`config.mk`:
```
export PLATFORM = sky130hd
export DESIGN_NAME = lcd_rect_fill_byte_streamer_top
export DESIGN_NICKNAME = d
export VERILOG_FILES = /design/src/hdl/lrfbs_pkg.sv /design/src/hdl/lrfbs_front.sv /design/src/hdl/lrfbs_queue.sv /design/src/hdl/lrfbs_back.sv /design/src/hdl/lcd_rect_fill_byte_streamer_top.sv
export SDC_FILE = /design/constraint.sdc
export NUM_CORES = 1
export LEC_CHECK = 0
export ABC_AREA = 1
export BUFFER_PORTS_ARGS = -buffer_cell sky130_fd_sc_hd__buf_2
export CORE_MARGIN = 1.5
export CORE_UTILIZATION = 64
export DETAILED_ROUTE_END_ITERATION = 8
export PLACE_DENSITY_LB_ADDON = 0.2
export SLEW_MARGIN = 5
export SYNTH_ARGS = -nofsm -noshare
export SYNTH_HDL_FRONTEND = slang
export SYNTH_SLANG_ARGS = --single-unit
```
`constraint.sdc`:
```
create_clock -name clk -period 9.3 [get_ports clk]
set_input_delay 0.465 -clock clk [delete_from_list [all_inputs] [get_ports clk]]
set_output_delay 0.465 -clock clk [all_outputs]
set_load 0.01 [all_outputs]
```
`src/hdl/lrfbs_pkg.sv`:
```
// Shared types and constants for the LCD rectangle fill byte streamer.
// No dependencies; every module of the block imports this package.
package lrfbs_pkg;

    // Panel geometry
    localparam int PANEL_WIDTH  = 160;
    localparam int PANEL_HEIGHT = 80;

    // Controller command bytes and fixed data bytes
    localparam logic [7:0] CMD_COLUMN_WINDOW = 8'h2A;
    localparam logic [7:0] CMD_ROW_WINDOW    = 8'h2B;
    localparam logic [7:0] CMD_MEMORY_WRITE  = 8'h2C;
    localparam logic [7:0] DATA_ZERO         = 8'h00;

    // Operation codes
    localparam logic OP_START   = 1'b0;
    localparam logic OP_ADVANCE = 1'b1;

    // Configuration register indexes
    localparam logic CFG_COLUMN_OFFSET = 1'b0;
    localparam logic CFG_ROW_OFFSET    = 1'b1;

    // Header step codes
    localparam logic [3:0] STEP_COL_CMD    = 4'd0;
    localparam logic [3:0] STEP_COL_START  = 4'd2;
    localparam logic [3:0] STEP_COL_END    = 4'd4;
    localparam logic [3:0] STEP_ROW_CMD    = 4'd5;
    localparam logic [3:0] STEP_ROW_START  = 4'd7;
    localparam logic [3:0] STEP_ROW_END    = 4'd9;
    localparam logic [3:0] STEP_MEM_CMD    = 4'd10;
    localparam logic [3:0] STEP_PIXELS     = 4'd11;

    // Command queue between front and back
    localparam int QDEPTH  = 2;
    localparam int QADDR_W = $clog2(QDEPTH);
    localparam int QCNT_W  = $clog2(QDEPTH + 1);

    typedef struct packed {
        logic        operation;
        logic [7:0]  rect_x;
        logic [7:0]  rect_y;
        logic [7:0]  rect_width;
        logic [7:0]  rect_height;
        logic [15:0] fill_value;
    } in_item_t;

    typedef struct packed {
        logic [7:0] out_byte;
        logic       is_data;
        logic       last;
    } out_item_t;

    // Classified command handed from front to back
    typedef struct packed {
        logic        is_start;
        logic        rect_ok;
        logic [7:0]  col_start;
        logic [7:0]  col_end;
        logic [7:0]  row_start;
        logic [7:0]  row_end;
        logic [15:0] colour;
        logic [7:0]  width;
        logic [7:0]  height;
    } q_entry_t;

    // Status of the back part, for checking
    typedef struct packed {
        logic       busy;
        logic [3:0] header_step;
    } back_status_t;

endpackage

```
`src/hdl/lrfbs_front.sv`:
```
// Front part: holds the offset registers, clips start requests to the panel
// and turns each accepted item into a queue entry. Depends on lrfbs_pkg.
module lrfbs_front
    import lrfbs_pkg::*;
(
    input  logic       clk,
    input  logic       rst_n,
    input  logic       cfg_wr_en,
    input  logic       cfg_index,
    input  logic [7:0] cfg_data,
    input  in_item_t   item,
    output q_entry_t   entry
);

    localparam logic [8:0] PANEL_W9 = 9'(PANEL_WIDTH);
    localparam logic [8:0] PANEL_H9 = 9'(PANEL_HEIGHT);

    logic [7:0] col_offset_reg;
    logic [7:0] row_offset_reg;

    logic [8:0] x_end;
    logic [8:0] y_end;
    logic [7:0] clip_w;
    logic [7:0] clip_h;
    logic       on_panel;

    always_ff @(posedge clk or negedge rst_n)
    begin
        if (!rst_n)
        begin
            col_offset_reg <= 8'd0;
            row_offset_reg <= 8'd24;
        end
        else if (cfg_wr_en)
        begin
            case (cfg_index)
                CFG_COLUMN_OFFSET: col_offset_reg <= cfg_data;
                CFG_ROW_OFFSET:    row_offset_reg <= cfg_data;
                default:           ;
            endcase
        end
    end

    always_comb
    begin
        x_end    = {1'b0, item.rect_x} + {1'b0, item.rect_width};
        y_end    = {1'b0, item.rect_y} + {1'b0, item.rect_height};
        on_panel = ({1'b0, item.rect_x} < PANEL_W9) && ({1'b0, item.rect_y} < PANEL_H9);
        // Trim the size so the rectangle stops at the panel edge
        clip_w   = (x_end > PANEL_W9) ? 8'(PANEL_W9 - {1'b0, item.rect_x}) : item.rect_width;
        clip_h   = (y_end > PANEL_H9) ? 8'(PANEL_H9 - {1'b0, item.rect_y}) : item.rect_height;

        entry.is_start  = (item.operation == OP_START);
        entry.rect_ok   = on_panel && (clip_w != 8'd0) && (clip_h != 8'd0);
        entry.col_start = item.rect_x + col_offset_reg;
        entry.col_end   = item.rect_x + clip_w - 8'd1 + col_offset_reg;
        entry.row_start = item.rect_y + row_offset_reg;
        entry.row_end   = item.rect_y + clip_h - 8'd1 + row_offset_reg;
        entry.colour    = item.fill_value;
        entry.width     = clip_w;
        entry.height    = clip_h;
    end

endmodule

```
`src/hdl/lrfbs_queue.sv`:
```
// Short command queue between the front and back parts.
// Depends on lrfbs_pkg for the entry type and depth.
module lrfbs_queue
    import lrfbs_pkg::*;
(
    input  logic              clk,
    input  logic              rst_n,
    input  logic              push,
    input  q_entry_t          push_data,
    input  logic              pop,
    output q_entry_t          head,
    output logic              not_empty,
    output logic              full,
    output logic [QCNT_W-1:0] count
);

    q_entry_t            mem [QDEPTH];
    logic [QADDR_W-1:0]  wr_ptr_reg;
    logic [QADDR_W-1:0]  rd_ptr_reg;
    logic [QCNT_W-1:0]   count_reg;

    assign head      = mem[rd_ptr_reg];
    assign not_empty = (count_reg != '0);
    assign full      = (count_reg == QCNT_W'(QDEPTH));
    assign count     = count_reg;

    always_ff @(posedge clk)
    begin
        if (push)
        begin
            mem[wr_ptr_reg] <= push_data;
        end
    end

    always_ff @(posedge clk or negedge rst_n)
    begin
        if (!rst_n)
        begin
            wr_ptr_reg <= '0;
            rd_ptr_reg <= '0;
            count_reg  <= '0;
        end
        else
        begin
            if (push)
            begin
                wr_ptr_reg <= (wr_ptr_reg == QADDR_W'(QDEPTH - 1)) ? '0 : wr_ptr_reg + 1'b1;
            end
            if (pop)
            begin
                rd_ptr_reg <= (rd_ptr_reg == QADDR_W'(QDEPTH - 1)) ? '0 : rd_ptr_reg + 1'b1;
            end
            case ({push, pop})
                2'b10:   count_reg <= count_reg + 1'b1;
                2'b01:   count_reg <= count_reg - 1'b1;
                default: count_reg <= count_reg;
            endcase
        end
    end

endmodule

```
`src/hdl/lrfbs_back.sv`:
```
// Back part: holds the fill state, walks the header and pixel bytes and
// drives the output register. Depends on lrfbs_pkg.
module lrfbs_back
    import lrfbs_pkg::*;
(
    input  logic         clk,
    input  logic         rst_n,
    input  q_entry_t     head,
    input  logic         not_empty,
    output logic         pop,
    output logic         out_valid,
    input  logic         out_stall,
    output out_item_t    out_item,
    output back_status_t status
);

    logic        busy_reg, busy_next;
    logic [3:0]  step_reg, step_next;
    logic [7:0]  col_start_reg, col_start_next;
    logic [7:0]  col_end_reg, col_end_next;
    logic [7:0]  row_start_reg, row_start_next;
    logic [7:0]  row_end_reg, row_end_next;
    logic [15:0] colour_reg, colour_next;
    logic [7:0]  width_reg, width_next;
    logic [7:0]  px_left_reg, px_left_next;
    logic [7:0]  rows_left_reg, rows_left_next;
    logic        low_half_reg, low_half_next;
    logic        out_valid_reg, out_valid_next;
    out_item_t   out_item_reg, out_item_next;

    logic        can_load;
    logic        fin;

    assign can_load = !out_valid_reg || !out_stall;
    assign pop      = not_empty && can_load;
    assign out_valid = out_valid_reg;
    assign out_item  = out_item_reg;
    assign status.busy        = busy_reg;
    assign status.header_step = step_reg;

    always_comb
    begin
        busy_next      = busy_reg;
        step_next      = step_reg;
        col_start_next = col_start_reg;
        col_end_next   = col_end_reg;
        row_start_next = row_start_reg;
        row_end_next   = row_end_reg;
        colour_next    = colour_reg;
        width_next     = width_reg;
        px_left_next   = px_left_reg;
        rows_left_next = rows_left_reg;
        low_half_next  = low_half_reg;
        out_valid_next = out_valid_reg && out_stall;
        out_item_next  = out_item_reg;
        fin            = 1'b0;

        if (pop)
        begin
            if (head.is_start)
            begin
                // Drop starts while busy, with the corner off the panel, or when clipping leaves nothing
                if (!busy_reg && head.rect_ok)
                begin
                    busy_next      = 1'b1;
                    step_next      = STEP_COL_CMD;
                    col_start_next = head.col_start;
                    col_end_next   = head.col_end;
                    row_start_next = head.row_start;
                    row_end_next   = head.row_end;
                    colour_next    = head.colour;
                    width_next     = head.width;
                    px_left_next   = head.width;
                    rows_left_next = head.height;
                    low_half_next  = 1'b0;
                end
            end
            else if (busy_reg)
            begin
                out_valid_next = 1'b1;
                out_item_next.last = 1'b0;
                if (step_reg < STEP_PIXELS)
                begin
                    case (step_reg)
                        STEP_COL_CMD:
                        begin
                            out_item_next.out_byte = CMD_COLUMN_WINDOW;
                            out_item_next.is_data  = 1'b0;
                        end
                        STEP_COL_START:
                        begin
                            out_item_next.out_byte = col_start_reg;
                            out_item_next.is_data  = 1'b1;
                        end
                        STEP_COL_END:
                        begin
                            out_item_next.out_byte = col_end_reg;
                            out_item_next.is_data  = 1'b1;
                        end
                        STEP_ROW_CMD:
                        begin
                            out_item_next.out_byte = CMD_ROW_WINDOW;
                            out_item_next.is_data  = 1'b0;
                        end
                        STEP_ROW_START:
                        begin
                            out_item_next.out_byte = row_start_reg;
                            out_item_next.is_data  = 1'b1;
                        end
                        STEP_ROW_END:
                        begin
                            out_item_next.out_byte = row_end_reg;
                            out_item_next.is_data  = 1'b1;
                        end
                        STEP_MEM_CMD:
                        begin
                            out_item_next.out_byte = CMD_MEMORY_WRITE;
                            out_item_next.is_data  = 1'b0;
                        end
                        default:
                        begin
                            out_item_next.out_byte = DATA_ZERO;
                            out_item_next.is_data  = 1'b1;
                        end
                    endcase
                    step_next = step_reg + 4'd1;
                end
                else if (!low_half_reg)
                begin
                    out_item_next.out_byte = colour_reg[15:8];
                    out_item_next.is_data  = 1'b1;
                    low_half_next          = 1'b1;
                end
                else
                begin
                    fin = (px_left_reg <= 8'd1) && (rows_left_reg <= 8'd1);
                    out_item_next.out_byte = colour_reg[7:0];
                    out_item_next.is_data  = 1'b1;
                    out_item_next.last     = fin;
                    low_half_next          = 1'b0;
                    if (fin)
                    begin
                        busy_next      = 1'b0;
                        step_next      = STEP_COL_CMD;
                        px_left_next   = 8'd0;
                        rows_left_next = 8'd0;
                    end
                    else if (px_left_reg <= 8'd1)
                    begin
                        px_left_next   = width_reg;
                        rows_left_next = rows_left_reg - 8'd1;
                    end
                    else
                    begin
                        px_left_next = px_left_reg - 8'd1;
                    end
                end
            end
        end
    end

    always_ff @(posedge clk or negedge rst_n)
    begin
        if (!rst_n)
        begin
            busy_reg      <= 1'b0;
            step_reg      <= STEP_COL_CMD;
            px_left_reg   <= 8'd0;
            rows_left_reg <= 8'd0;
            low_half_reg  <= 1'b0;
            out_valid_reg <= 1'b0;
        end
        else
        begin
            busy_reg      <= busy_next;
            step_reg      <= step_next;
            px_left_reg   <= px_left_next;
            rows_left_reg <= rows_left_next;
            low_half_reg  <= low_half_next;
            out_valid_reg <= out_valid_next;
        end
    end

    always_ff @(posedge clk)
    begin
        col_start_reg <= col_start_next;
        col_end_reg   <= col_end_next;
        row_start_reg <= row_start_next;
        row_end_reg   <= row_end_next;
        colour_reg    <= colour_next;
        width_reg     <= width_next;
        out_item_reg  <= out_item_next;
    end

endmodule

```
`src/hdl/lcd_rect_fill_byte_streamer_top.sv`:
```
// LCD rectangle fill byte streamer, top level. Depends on lrfbs_pkg and the
// front, queue and back modules.
// An accepted item is written into the queue, then popped by the back part,
// which registers its byte in the output register.
// Throughput: one item per cycle while out_stall does not hold the output register.
// Reset (rst_n low, asynchronous): idle, queue empty, offsets 0 and 24.
module lcd_rect_fill_byte_streamer_top
    import lrfbs_pkg::*;
(
    input  logic       clk,
    input  logic       rst_n,
    input  logic       cfg_wr_en,
    input  logic       cfg_index,
    input  logic [7:0] cfg_data,
    input  logic       in_valid,
    output logic       in_stall,
    input  in_item_t   in_item,
    output logic       out_valid,
    input  logic       out_stall,
    output out_item_t  out_item
);

    // Classified entry from the front part
    q_entry_t            front_entry;
    q_entry_t            q_head;
    logic                q_push;
    logic                q_pop;
    logic                q_not_empty;
    logic                q_full;
    logic [QCNT_W-1:0]   q_count;
    back_status_t        back_status;

    // Hold off the source only when the queue has no free slot
    assign in_stall = q_full;
    assign q_push   = in_valid && !q_full;

    lrfbs_front u_front
    (
        .clk       (clk),
        .rst_n     (rst_n),
        .cfg_wr_en (cfg_wr_en),
        .cfg_index (cfg_index),
        .cfg_data  (cfg_data),
        .item      (in_item),
        .entry     (front_entry)
    );

    // Decouple classification from byte generation
    lrfbs_queue u_queue
    (
        .clk       (clk),
        .rst_n     (rst_n),
        .push      (q_push),
        .push_data (front_entry),
        .pop       (q_pop),
        .head      (q_head),
        .not_empty (q_not_empty),
        .full      (q_full),
        .count     (q_count)
    );

    // Back part advances the fill and owns the output register
    lrfbs_back u_back
    (
        .clk       (clk),
        .rst_n     (rst_n),
        .head      (q_head),
        .not_empty (q_not_empty),
        .pop       (q_pop),
        .out_valid (out_valid),
        .out_stall (out_stall),
        .out_item  (out_item),
        .status    (back_status)
    );

    // Queue never overfills
    assert property (@(posedge clk) disable iff (!rst_n)
        q_count <= QCNT_W'(QDEPTH))
        else $error("command queue count beyond depth");

    // Never pop an empty queue
    assert property (@(posedge clk) disable iff (!rst_n)
        q_pop |-> q_count != '0)
        else $error("pop from empty command queue");

    // Header step stays within the header and pixel phases
    assert property (@(posedge clk) disable iff (!rst_n)
        back_status.header_step <= STEP_PIXELS)
        else $error("header step out of range");

    // A final byte leaves the back part idle
    assert property (@(posedge clk) disable iff (!rst_n)
        q_pop && back_status.busy && !q_head.is_start &&
        back_status.header_step == STEP_PIXELS |=>
        !(out_valid && out_item.last) || !back_status.busy)
        else $error("still busy after final byte");

endmodule

```
Word-level counts from Yosys, hierarchy flattened
Memories as Yosys holds them, arrays and structs flattened. Cells that the tools add are included.

Logic and storage cells: 139. Memories kept: 1. RAM bits: 132. Output and inout port bits: 12. Input bits: 63. Flip-flop bits (word level): 109.

Memory list: u_queue.mem (words 2, bits a word 66, rd ports 1, clocked after memory_dff 0, write ports 1, line lrfbs_queue.sv:17) `q_entry_t mem [QDEPTH];`.

$add $sub $neg: 19. Multiplexer cells: 44. Bitwise logic cells: 4. Magnitude comparators: 7. Equal/unequal tests: 11. Reductions and logical operators: 33.

Operator list (number): two-way mux 8 bit (16); one-hot mux 9 bit (7 select lines) (1); adder 8 bit (6); subtractor 8 x 1 -> 8 bit (second input constant) (4); two-way mux 4 bit (6); adder 8 x 8 -> 9 bit (2); two-way mux 1 bit (18); two-way mux 9 bit (2); less-or-equal comparator 8 x 1 -> 1 bit (second input constant) (2); nonzero test 8 bit (2); equality test 4 x 3 -> 1 bit (second input constant) (3); AND reduction 5 bit (2); greater-than comparator 9 x 7 -> 1 bit (second input constant) (1); greater-than comparator 9 x 8 -> 1 bit (second input constant) (1); nonzero test 3 bit (3); equality test 4 bit (second input constant) (2); logical AND 1 bit (8); < comparator 8 x 7 -> 1 bit (second input constant) (1); < comparator 8 bit (second input constant) (1); nonzero test 2 bit (4); subtractor 7 x 8 -> 8 bit (first input constant) (1); subtractor 8 bit (first input constant) (1); AND reduction 2 bit (3); AND reduction 3 bit (2); other kinds (18) (26).

Longest topological paths before layout
Word-level depth: 7. Depth in mapped cells: 28. Depth with buffers taken out: 28.

Hierarchy
Synthesis repeated with hierarchy kept, for this count alone.

Cell total of the unflattened synthesis: 1335. Area total of the unflattened synthesis: 13076.3 sq um.

Modules (own cells, without submodules): lrfbs_queue (area an instance 5116.2 sq um, sequential area each 4063.9 sq um, cells each 368, times used 1); lrfbs_back (area an instance 4216.5 sq um, sequential area each 2557.5 sq um, cells each 443, times used 1); lrfbs_front (area an instance 3733.6 sq um, sequential area each 402.9 sq um, cells each 522, times used 1); lcd_rect_fill_byte_streamer_top (area an instance 10.0 sq um, sequential area each 0.0 sq um, cells each 2, times used 1).

Worst setup path before layout
OpenSTA, ideal clock, no wires.

Path kind: input-to-reg. Start: in in_item[24] in the netlist's numbering. End: mem u_queue.mem[0][55] in the netlist's numbering, data pin. Buffers on the path: 0. Setup time: 257 ps. Data required time: 9043 ps. Arrival time: 4354 ps. Setup slack: 4689 ps. Cell stages on the path: 24. Cell sequence: ha_1 -> fa_1 -> or2_2 -> nor2_1 -> nand3_1 -> nand2_1 -> nand2_2 -> nand2_4 -> nand3_1 -> nand2_1 -> inv_1 -> ha_1 -> inv_1 -> fa_1 -> ha_1 -> inv_1 -> fa_1 -> o21ai_0 -> a21oi_1 -> o21bai_1 -> xnor2_1 -> xor2_1 -> xnor2_1 -> inv_1.

RTL lines: start, declared (line lcd_rect_fill_byte_streamer_top.sv:17) `input in_item_t in_item,`; end, declared (line lrfbs_queue.sv:17).

==> results.txt <==
- Max Slew Vio Count: 0
- Post-Synthesis Cell Area: between 0.01 and 0.015 mm2
* Floorplan die height: approximately 140 um
- For this design, the sink count on the clock tree is approximately 240.
- After legalization and detailed placement, the total HPWL measured between 15000 and 20000 um.
- Largest stage delay on the critical path: around 0.5 ns
- GRT Max-Usage Layer: met2
- For the pin with the worst max-slew slack, the measured transition is 1.041 ns.
- The worst setup path is launched from an input pin.
* Critical Path RT: between 9 and 10 ns
* DRC Markers: 0
- After detailed routing, the average wire length per cell comes to 16.15 um.
- The filler cells instantiated in the layout total 1324.
- In this run the worst path has a maximum fanout of 9.
* RSZ-0062 raised after global routing: no
- Of the synthesized area, sequential elements account for 0.5611.
- For this block, the initial DRC count from the detailed router was 765.
- Full die area: 0.02041 mm2
- During synthesis, Yosys emitted a total of 0 warnings.
- Unique masters post-synth: between 40 and 50
- Across every metal layer, demand over resource in global routing totals 0.2630.
* Leakage dissipation: 6.241 nW
* First-pass iteration count of the detailed router: 9
- Setup violations remaining at the end of the flow were counted as 0.
- Vias in the first global route: approximately 8500
- The initial utilization of the core area, before any placement, comes to 0.6604.
- Total grt overflow: 0
- Number of hold violations in the final report: 0
* Design Area, Final: approximately 0.014 mm2
- Headroom to the max-slew limit came out at 0.3061.
* Multi-input logic area: just under 0.005 mm2
* Number of buffers added by the clock tree synthesis step: 25
- The longest clock path from root to sink contains 3 buffers.
- Setup crit end kind: flop
- In this run the remaining antenna-violating nets after routing total 0.
- Fraction of registers with async set or reset after synthesis: 0.1784
- The register with the most flip-flops in the layout has ~130 of them.
- Avg Vias per Cell: about 5.5
- After synthesis, the mean cell area works out to 10.14 um2.
- Max-cap violations in this run came to 0.
- Count of vias placed by the detailed router: 8733
* Most Frequent Cell on Critical Path: inv_1
* Root buffer cell: clkbuf_16
- Area used by sequential logic in the layout: ~0.007 mm2
- Global placement routability congestion: ~0.90
* TritonCTS clock tree: yes
- Post-synthesis sequential element count: about 240
- For met1 alone, demand over resource in global routing was 0.3512.
* Synthesized netlist net count: 1385
- The first global-routing pass estimated approximately 42000 um of wire.
- Most common cell after layout, fill and taps aside: nand2_1
- Top delay family on crit path: adder cells
- In this run the cell area measured after placement is 0.01317 mm2.
- Outcome: finished clean
- Dividing total power by cell area gives a power density of 294.1 mW/mm2.
- CTS clock-pin slew for the worst setup and hold paths: ~0.060 ns
- Top-level I/O count: 75
- Global routing met3 resource utilization: 0.03722
* Width of the die: approximately 140 um
- Core Area: about 0.019 mm2
- Cell type of the slowest stage on the worst timing path: fa_1
- Arrival time worst endpoint: around 4.9 ns
- The path class of the tightest hold or removal check is input pin to async pin.
* Share of cells above drive strength 1: 0.1176
- Share of the clock period used by the worst path: 0.4927
* Fmax: 0.2182 GHz
* Minimum clock period after layout: about 4.6 ns
- The net count of the finished layout is around 1500.
- Later-pin clock latency in the skew report: 0.53 ns
* Main flop type after synthesis: edfxtp_1
* Hold WS: 0.1175 ns
- Category of the most critical setup path: input pin to flop
- Post-CTS Hold Fix Bufs: 0
- CTS built an H-tree with a depth of 1.
* Aggregate routed wire length: between 20000 and 30000 um
- Highest-count cells in the layout ignoring fill and taps: nand2_1 (370), edfxtp_1 (198), inv_1 (154), buf_2 (74), ha_1 (69)
* Peak VDD IR: 0.0001871 V
- From synthesis to final layout, the design area changed by 11.55%.
- Fin Clk Skew: approximately 0.018 ns
- Resize count post-CTS: 0
- Setup total negative slack on the finished layout was measured at 0 ns.
- For this run, global-route usage on met2 was measured as 0.4553.
- Row generation in the floorplan step produced 50 rows.
- Together, buffers and inverters on the worst path number 5.
* Number of enable flip-flop cells after synthesis: ~200
- Entering global routing, the biggest net connects 67 pins.
- The initial antenna violation count is 0.
* Synthesized netlist cell count: roughly 1200
* PortBufs: 74
- Post-CTS setup buffers: 0
- Antenna cells: 0
## routing by layer
layer / vias up / share of wire
li1: 4276 / -
met5: - / 0
met4: 0 / 0.020
met2: 300 / 0.49
met1: 4110 / 0.42
met3: 47 / 0.066
## power breakdown
| part | total (mW) | internal [mW] | switching (mW) | leakage, nW |
|---|---|---|---|---|
| Combinational | 1.40 | 0.459 | 0.945 | 3.50 |
| Sequential | 1.75 | 1.62 | 0.125 | 2.35 |
| Clock | 0.959 | 0.557 | 0.402 | 0.392 |
| Total | 4.11 | 2.64 | 1.47 | 6.24 |
## synth_stat cells, drive strengths merged, types with 9 or more instances
master	instances	area share
clkbuf	11	0.0033
edfxtp	198	0.47
xnor2	16	0.011
fa	18	0.029
buf	13	0.0053
a21oi	40	0.019
nor2	57	0.018
nand4	9	0.0045
ha	69	0.069
o21ai	65	0.026
nand3	41	0.016
dfrtp	41	0.082
inv	157	0.047
nand3b	10	0.0060
nand2	390	0.12
xor2	38	0.027
## worst paths after layout
| kind | from | to | slack (ns) | cells past startpoint |
|---|---|---|---|---|
| worst min-delay path | rst_n | u_back.out_valid | 0.12 | 1 |
| worst min register to register | u_back.out_valid | u_back.out_valid | 0.50 | 2 |
| worst max register to register | u_front.col_offset_reg[1] | u_queue.mem[0][55] | 6.30 | 11 |
| min in group clk | in_item[8] | u_queue.mem[1][24] | 0.12 | 1 |
| worst max-delay path | in_item[40] | u_queue.mem[0][55] | 4.72 | 25 |
| max in group asynchronous | rst_n | u_queue.rd_ptr_reg | 8.47 | 1 |
## per-stage QoR
step           utilization  power (mW)  setup slack [ns]  instances
6_report            0.7367       4.108             4.718       1595
5_1_grt             0.7367       4.381             4.402       1595
4_1_cts             0.7367       4.119             4.754       1595
3_5_place_dp        0.6947       3.150             4.244       1550
3_3_place_gp        0.6947       3.096             4.359       1550
2_1_floorplan            -       2.756             4.689       1235
## cell type report
cell class                 instances  share of cell area
sequential                       241              0.5031
tap                              260             0.02330
inverter                         161             0.04328
clock inverter                    11            0.006989
timing repair buffer              79             0.02921
multi-input combinational        809              0.3441
clock buffer                      34             0.05009
## cells by family after synthesis
group | Yosys count | synth area share
and+or+nand+nor | 519 | 0.1732
DFF | 241 | 0.5611
buffers and inverters | 185 | 0.05687
AOI/OAI and AO/OA | 147 | 0.07167
adders and majority gates | 87 | 0.09775
xor gates and xnor gates | 54 | 0.03778
muxes | 2 | 0.001599
Power figures use the tool's default switching activity.
